$ cat config.mk
export PLATFORM = sky130hd
export DESIGN_NAME = range_scan_segmenter
export DESIGN_NICKNAME = d
export VERILOG_FILES = /design/src/design/rss_pkg.sv /design/src/design/rss_out_fifo.sv /design/src/design/range_scan_segmenter.sv
export SDC_FILE = /design/constraint.sdc
export NUM_CORES = 1
export LEC_CHECK = 0
export BUFFER_PORTS_ARGS = -buffer_cell sky130_fd_sc_hd__clkbuf_2
export CELL_PAD_IN_SITES_DETAIL_PLACEMENT = 0
export CELL_PAD_IN_SITES_GLOBAL_PLACEMENT = 1
export CORE_ASPECT_RATIO = 1.25
export CORE_MARGIN = 2
export CORE_UTILIZATION = 49
export CTS_CLUSTER_DIAMETER = 50
export DETAILED_ROUTE_END_ITERATION = 16
export PLACE_DENSITY_LB_ADDON = 0.1
export REMOVE_ABC_BUFFERS = 1
export SYNTH_ARGS = -nofsm -noshare
export SYNTH_HDL_FRONTEND = slang
export SYNTH_SLANG_ARGS = --single-unit
$ cat constraint.sdc
create_clock -name clk -period 9.15 [get_ports clk]
set_input_delay 0.915 -clock clk [delete_from_list [all_inputs] [get_ports clk]]
set_output_delay 0.915 -clock clk [all_outputs]
set_load 0.01 [all_outputs]
$ cat src/design/rss_pkg.sv
`timescale 1ns / 1ps
package rss_pkg;

  localparam int RANGE_W   = 16;
  localparam int CFG_W     = 16;
  localparam int MIN_W     = 12;
  localparam int CFG_IDX_W = 2;

  typedef enum logic [CFG_IDX_W-1:0] {
    CFG_JUMP_THRESHOLD    = 2'd0,
    CFG_BACKGROUND_MARGIN = 2'd1,
    CFG_MIN_SEGMENT_BEAMS = 2'd2
  } cfg_reg_t;

  localparam logic [RANGE_W-1:0] JUMP_THRESHOLD_RST    = 16'd150;
  localparam logic [RANGE_W-1:0] BACKGROUND_MARGIN_RST = 16'd200;
  localparam logic [MIN_W-1:0]   MIN_SEGMENT_BEAMS_RST = 12'd3;

  typedef struct packed {
    logic first;
    logic second;
  } push_t;

endpackage

$ cat src/design/rss_out_fifo.sv
`timescale 1ns / 1ps
module rss_out_fifo #(
  parameter int W     = 26,
  parameter int DEPTH = 4
) (
  input  logic         clk,
  input  logic         rst_n,
  input  rss_pkg::push_t push,
  input  logic [W-1:0] wdata0,
  input  logic [W-1:0] wdata1,
  input  logic         pop,
  output logic [W-1:0] rdata,
  output logic         rvalid,
  output logic         space2
);

  localparam int PTR_W = (DEPTH > 1) ? $clog2(DEPTH) : 1;
  localparam int CNT_W = $clog2(DEPTH + 1);

  logic [W-1:0]     mem_r [DEPTH];
  logic [PTR_W-1:0] wptr_r, wptr_nxt, wptr_p1;
  logic [PTR_W-1:0] rptr_r, rptr_nxt;
  logic [CNT_W-1:0] count_r, count_nxt;
  logic             do_pop;

  assign wptr_p1 = (wptr_r == PTR_W'(DEPTH - 1)) ? '0 : wptr_r + PTR_W'(1);
  assign rvalid  = (count_r != '0);
  assign rdata   = mem_r[rptr_r];
  assign do_pop  = pop && rvalid;
  assign space2  = (count_r <= CNT_W'(DEPTH - 2));

  always_comb begin
    wptr_nxt = wptr_r;
    if (push.first && push.second) begin
      wptr_nxt = (wptr_p1 == PTR_W'(DEPTH - 1)) ? '0 : wptr_p1 + PTR_W'(1);
    end else if (push.first) begin
      wptr_nxt = wptr_p1;
    end
    rptr_nxt = rptr_r;
    if (do_pop) begin
      rptr_nxt = (rptr_r == PTR_W'(DEPTH - 1)) ? '0 : rptr_r + PTR_W'(1);
    end
    count_nxt = count_r + CNT_W'(push.first) + CNT_W'(push.second) - CNT_W'(do_pop);
  end

  always_ff @(posedge clk) begin
    if (!rst_n) begin
      wptr_r  <= '0;
      rptr_r  <= '0;
      count_r <= '0;
    end else begin
      wptr_r  <= wptr_nxt;
      rptr_r  <= rptr_nxt;
      count_r <= count_nxt;
    end
  end

  always_ff @(posedge clk) begin
    if (push.first) begin
      mem_r[wptr_r] <= wdata0;
    end
    if (push.second) begin
      mem_r[wptr_p1] <= wdata1;
    end
  end

endmodule

$ cat src/design/range_scan_segmenter.sv
`timescale 1ns / 1ps
// Jump-distance segmenter for a laser scan, one beam per item. A beam is
// foreground when range plus background margin lies strictly below its
// background range; a segment closes when the range jump to the previous
// beam exceeds the jump threshold or the label changes, and the final beam
// (last_beam, or beam MAX_BEAMS-1) closes the scan's last segment. The block
// takes one beam every cycle while the queue has room: a beam passes an
// input register, the subtract-and-compare logic and lands in a four-entry
// result queue, whose head is offered at the output. A beam that both closes
// a segment and ends the scan yields two results; the single result port
// delivers one result a cycle while out_ready is high; input stalls only
// when the queue holds more than two results. Configuration writes take
// effect at once; users make them between scans, unenforced by the block.
module range_scan_segmenter #(
  parameter int MAX_BEAMS = 2048
) (
  input  logic                                clk,
  input  logic                                rst_n,
  input  logic                                in_valid,
  output logic                                in_ready,
  input  logic [rss_pkg::RANGE_W-1:0]         in_range_mm,
  input  logic [rss_pkg::RANGE_W-1:0]         in_background_mm,
  input  logic                                in_last_beam,
  output logic                                out_valid,
  input  logic                                out_ready,
  output logic [$clog2(MAX_BEAMS)-1:0]        out_segment_start,
  output logic [$clog2(MAX_BEAMS + 1)-1:0]    out_segment_length,
  output logic                                out_is_foreground,
  output logic                                out_too_small,
  output logic                                out_scan_end,
  input  logic                                cfg_we,
  input  logic [rss_pkg::CFG_IDX_W-1:0]       cfg_index,
  input  logic [rss_pkg::CFG_W-1:0]           cfg_wdata
);

  localparam int IDX_W = $clog2(MAX_BEAMS);
  localparam int LEN_W = $clog2(MAX_BEAMS + 1);
  localparam int CMP_W = (LEN_W > rss_pkg::MIN_W) ? LEN_W : rss_pkg::MIN_W;
  localparam int RES_W = IDX_W + LEN_W + 3;
  localparam int RW    = rss_pkg::RANGE_W;

  // configuration
  logic [RW-1:0]               jump_thr_r;
  logic [RW-1:0]               bg_margin_r;
  logic [rss_pkg::MIN_W-1:0]   min_beams_r;

  always_ff @(posedge clk) begin
    if (!rst_n) begin
      jump_thr_r  <= rss_pkg::JUMP_THRESHOLD_RST;
      bg_margin_r <= rss_pkg::BACKGROUND_MARGIN_RST;
      min_beams_r <= rss_pkg::MIN_SEGMENT_BEAMS_RST;
    end else if (cfg_we) begin
      unique case (rss_pkg::cfg_reg_t'(cfg_index))
        rss_pkg::CFG_JUMP_THRESHOLD:    jump_thr_r  <= cfg_wdata;
        rss_pkg::CFG_BACKGROUND_MARGIN: bg_margin_r <= cfg_wdata;
        rss_pkg::CFG_MIN_SEGMENT_BEAMS: min_beams_r <= cfg_wdata[rss_pkg::MIN_W-1:0];
        default: ;
      endcase
    end
  end

  // input register
  logic          s1_valid_r;
  logic [RW-1:0] s1_range_r;
  logic [RW-1:0] s1_bg_r;
  logic          s1_last_r;
  logic          space2;
  logic          drain;

  assign drain    = s1_valid_r && space2;
  assign in_ready = !s1_valid_r || space2;

  always_ff @(posedge clk) begin
    if (!rst_n) begin
      s1_valid_r <= 1'b0;
    end else if (in_ready) begin
      s1_valid_r <= in_valid;
    end
  end

  always_ff @(posedge clk) begin
    if (in_valid && in_ready) begin
      s1_range_r <= in_range_mm;
      s1_bg_r    <= in_background_mm;
      s1_last_r  <= in_last_beam;
    end
  end

  // segment state
  logic [RW-1:0]    prev_range_r;
  logic             prev_label_r;
  logic [IDX_W-1:0] beam_idx_r, beam_idx_nxt;
  logic [IDX_W-1:0] seg_begin_r, seg_begin_nxt;

  logic             fg;
  logic [RW-1:0]    diff;
  logic             split;
  logic             final_beam;
  logic [IDX_W-1:0] open_begin;
  logic [LEN_W-1:0] len0, len1;
  logic             small0, small1;
  logic [RES_W-1:0] res0, res1;
  rss_pkg::push_t   push;

  always_comb begin
    fg    = ({1'b0, s1_range_r} + {1'b0, bg_margin_r}) < {1'b0, s1_bg_r};
    diff  = (s1_range_r > prev_range_r) ? s1_range_r - prev_range_r
                                        : prev_range_r - s1_range_r;
    split = (beam_idx_r != '0) && ((diff > jump_thr_r) || (fg != prev_label_r));
    final_beam = s1_last_r || (beam_idx_r == IDX_W'(MAX_BEAMS - 1));

    if (beam_idx_r == '0) begin
      open_begin = '0;
    end else if (split) begin
      open_begin = beam_idx_r;
    end else begin
      open_begin = seg_begin_r;
    end

    len0   = LEN_W'(beam_idx_r) - LEN_W'(seg_begin_r);
    len1   = LEN_W'(beam_idx_r) - LEN_W'(open_begin) + LEN_W'(1);
    small0 = CMP_W'(len0) < CMP_W'(min_beams_r);
    small1 = CMP_W'(len1) < CMP_W'(min_beams_r);
    res0   = {seg_begin_r, len0, prev_label_r, small0, 1'b0};
    res1   = {open_begin, len1, fg, small1, 1'b1};

    push.first  = drain && (split || final_beam);
    push.second = drain && split && final_beam;

    if (final_beam) begin
      beam_idx_nxt  = '0;
      seg_begin_nxt = '0;
    end else begin
      beam_idx_nxt  = beam_idx_r + IDX_W'(1);
      seg_begin_nxt = open_begin;
    end
  end

  always_ff @(posedge clk) begin
    if (!rst_n) begin
      prev_range_r <= '0;
      prev_label_r <= 1'b0;
      beam_idx_r   <= '0;
      seg_begin_r  <= '0;
    end else if (drain) begin
      prev_range_r <= s1_range_r;
      prev_label_r <= fg;
      beam_idx_r   <= beam_idx_nxt;
      seg_begin_r  <= seg_begin_nxt;
    end
  end

  // result queue
  logic [RES_W-1:0] q_rdata;

  rss_out_fifo #(
    .W     (RES_W),
    .DEPTH (4)
  ) u_out_fifo (
    .clk    (clk),
    .rst_n  (rst_n),
    .push   (push),
    .wdata0 (split ? res0 : res1),
    .wdata1 (res1),
    .pop    (out_ready),
    .rdata  (q_rdata),
    .rvalid (out_valid),
    .space2 (space2)
  );

  assign {out_segment_start, out_segment_length, out_is_foreground,
          out_too_small, out_scan_end} = q_rdata;

endmodule

==> results.txt <==
Worst EP arrival: 8900 ps
Top FF cell, synth: edfxtp_1
leading cell type by number of instances after synthesis: nand2_1
RSZ-0062 raised after global routing: false
Logic pwr share: 0.321
#FFs+latches synth: 230
crit start category: register
CTS tree: yes
crit-path leading delay family: compound AO/OA/AOI/OAI gates
commonest cells in the netlist: 213 x nand2_1, 142 x ha_1, 139 x inv_1
FP Rows: 71
layout cells sized above 1: 0.159
CP Buf/Inv Count: 6
Post-DP HPWL: 34.4 mm
largest net degree at the start of global routing: 62
final count of hold timing violations: 0
Vias/cell: 6.01
first-pass GRT wire length: 70.8 mm
Antenna Cells: 0
CP Capture Type: register
Area growth syn-to-layout: 13.1%
synthesized area per cell: 9.72 µm²
register area share after synthesis: 0.392
status: complete, no violations
Yosys top cell by area: edfxtp_1
Tmin final: 8490 ps
die area: 0.0323 mm²
Yosys cell types: 84
post-route ant nets: 0
drt pass-1 iters: 6
post-place setup slack: 329 ps
Worst Path Max Fanout: 7
gpl congestion: 0.912
Root Driver: clkbuf_16
Area contributors post-synth: edfxtp_1 26%, dfxtp_1 13%, ha_1 12%
Via Count: 12400
WL final: 45.9 mm
maxcap violations: 0
die height: 200 µm
final net count: 1840
initial antenna violation count: 0
area of the mapped netlist: 0.0151 mm²
worst-margin pin slew: 1220 ps
Pleak: 6.61 nW
Reg power frac: 0.350
Design Area, Final: 0.0171 mm²
number of global-route vias before repair: 12400
Power Dens Cells: 205 mW/mm²
GRT Total Usage: 0.283
worst-skew pair later-pin latency: 580 ps
Post-Synthesis Cells: 1556
Fmax: 118 MHz
class of the worst hold path: register to register
overall die width: 161 µm
final global-route overflow total: 0
internal power: 2.28 mW
top cell type's share of synthesized area: 0.264
Worst IR Drop VDD: 0.127 mV
clock share of power: 0.330
reg2reg setup slack: 660 ps
register area: 0.00594 mm²
switching share of power: 0.350
Worst EP required: 9560 ps
setup ws final: 662 ps
Slew headroom: 0.186
Layout Skew: 18.3 ps
Residual DRC: 0
Final period util: 0.928
Setup CP Type: register to register
Net Switching: 1.23 mW
Largest stage delay, worst path: 430 ps
Avg WL per Cell: 22.3 µm
H-tree depth: 1
dpl cell area: 0.0161 mm²
Initial DRC Count: 901
Post-synth EDFFs: 133
initial core utilization: 0.501
multi-input logic area: 0.00843 mm²
clk sinks: 230
clock slew at reported path FFs: 60 ps
Ys Warns: 0
fin cells: 2059
Final setup violation count: 0
Fillers: 2757
clk buf depth: 3
Pins Over Slew Limit: 0
Cells after DPL: 2005
Buffers on Ports: 83
core area: 0.0302 mm²
CTS buffer count: 29
I/O pin count: 84
post-CTS setup buffer count: 0
hold_ws: 463 ps
total negative slack: 0 ps
slowest cell on the critical path: edfxtp_1
fraction of registers with async set/reset: 0
## metal layers
metal / track usage / up-vias / routed length, µm
met2: 0.534 / 405 / 24300
li1: - / 5918 / -
met4: 0.118 / 0 / 1950
met3: 0.0324 / 113 / 2120
met1: 0.320 / 5931 / 17500
met5: 0 / - / 0
## registers in the layout, summed over array words and instances, names as in the netlist, named ones only
signal,count
beam_idx_r,11
bg_margin_r,16
jump_thr_r,16
min_beams_r,12
prev_label_r,1
prev_range_r,16
s1_bg_r,16
s1_last_r,1
s1_range_r,16
s1_valid_r,1
seg_begin_r,11
u_out_fifo.count_r,3
u_out_fifo.mem_r,104
u_out_fifo.rptr_r,2
u_out_fifo.wptr_r,2
## worst register-to-register path, delay by kind of cell, from the launching register on
kind | cells | cell delay [ps]
fa+ha+maj | 7 | 2010
buf+inv | 6 | 570
mux | 2 | 440
flops | 1 | 430
compound gates | 16 | 3740
simple gates | 4 | 740
xor+xnor | 2 | 380
## per-stage QoR
step	total power, mW	utilization
final	3.50	0.566
after global routing	3.68	0.566
after CTS	3.52	0.564
after detailed placement	2.36	0.532
after global placement	2.36	0.532
after floorplan	1.98	-
## logic make-up after synthesis
group	Yosys count	share of synthesized area
xor+xnor	49	0.0284
compound gates	409	0.196
buf+inv	218	0.0569
simple gates	443	0.139
flops	230	0.392
fa+ha+maj	149	0.127
mux	58	0.0610
## power by group through the flow
stage / logic (mW) / registers, mW / clock network (mW)
after floorplan: 0.731 / 1.25 / 0
after global placement: 1.11 / 1.24 / 0
after detailed placement: 1.12 / 1.25 / 0
after CTS: 1.12 / 1.22 / 1.17
after global routing: 1.24 / 1.23 / 1.21
final: 1.12 / 1.22 / 1.15
## layout make-up
type / instances / share of cell area
clock buffers: 33 / 0.0439
clock inverters: 21 / 0.0126
inverters: 139 / 0.0305
multi-input cells: 1108 / 0.493
flip-flops and latches: 230 / 0.347
well taps: 401 / 0.0293
repair buffers: 127 / 0.0436
## path summary, 6_finish.rpt
kind,start,to,cells after the start
worst min-delay path,min_beams_r[7]$_SDFFE_PN0P_,min_beams_r[7]$_SDFFE_PN0P_,2
worst min register to register,min_beams_r[7]$_SDFFE_PN0P_,min_beams_r[7]$_SDFFE_PN0P_,2
worst max register to register,s1_range_r[0]$_DFFE_PP_,u_out_fifo.mem_r[3][1]$_DFFE_PP_,37
worst max-delay path,s1_range_r[0]$_DFFE_PP_,u_out_fifo.mem_r[3][1]$_DFFE_PP_,37
## layout by cell type, fill, tap and decap left out, drive strengths merged, types with 25 or more instances in the layout
| cell | synthesis | final |
|---|---|---|
| ha | 142 | 142 |
| inv | 139 | 146 |
| xnor2 | 31 | 31 |
| o21ai | 49 | 49 |
| a21oi | 69 | 69 |
| a21o | 25 | 25 |
| a21boi | 58 | 58 |
| edfxtp | 133 | 133 |
| dfxtp | 97 | 97 |
| nor2 | 50 | 50 |
| o22ai | 47 | 47 |
| clkbuf | 48 | 116 |
| mux4 | 26 | 26 |
| nand2 | 214 | 214 |
| buf | 31 | 44 |
| nand4 | 38 | 38 |
| nand3 | 41 | 41 |
| nor3 | 28 | 28 |
## timing repair
action | in CTS | in global routing
resized for setup | 0 | 11
endpoints found under the setup margin | 0 | 4
hold buffers | 0 | 0
Power figures use the tool's default switching activity.
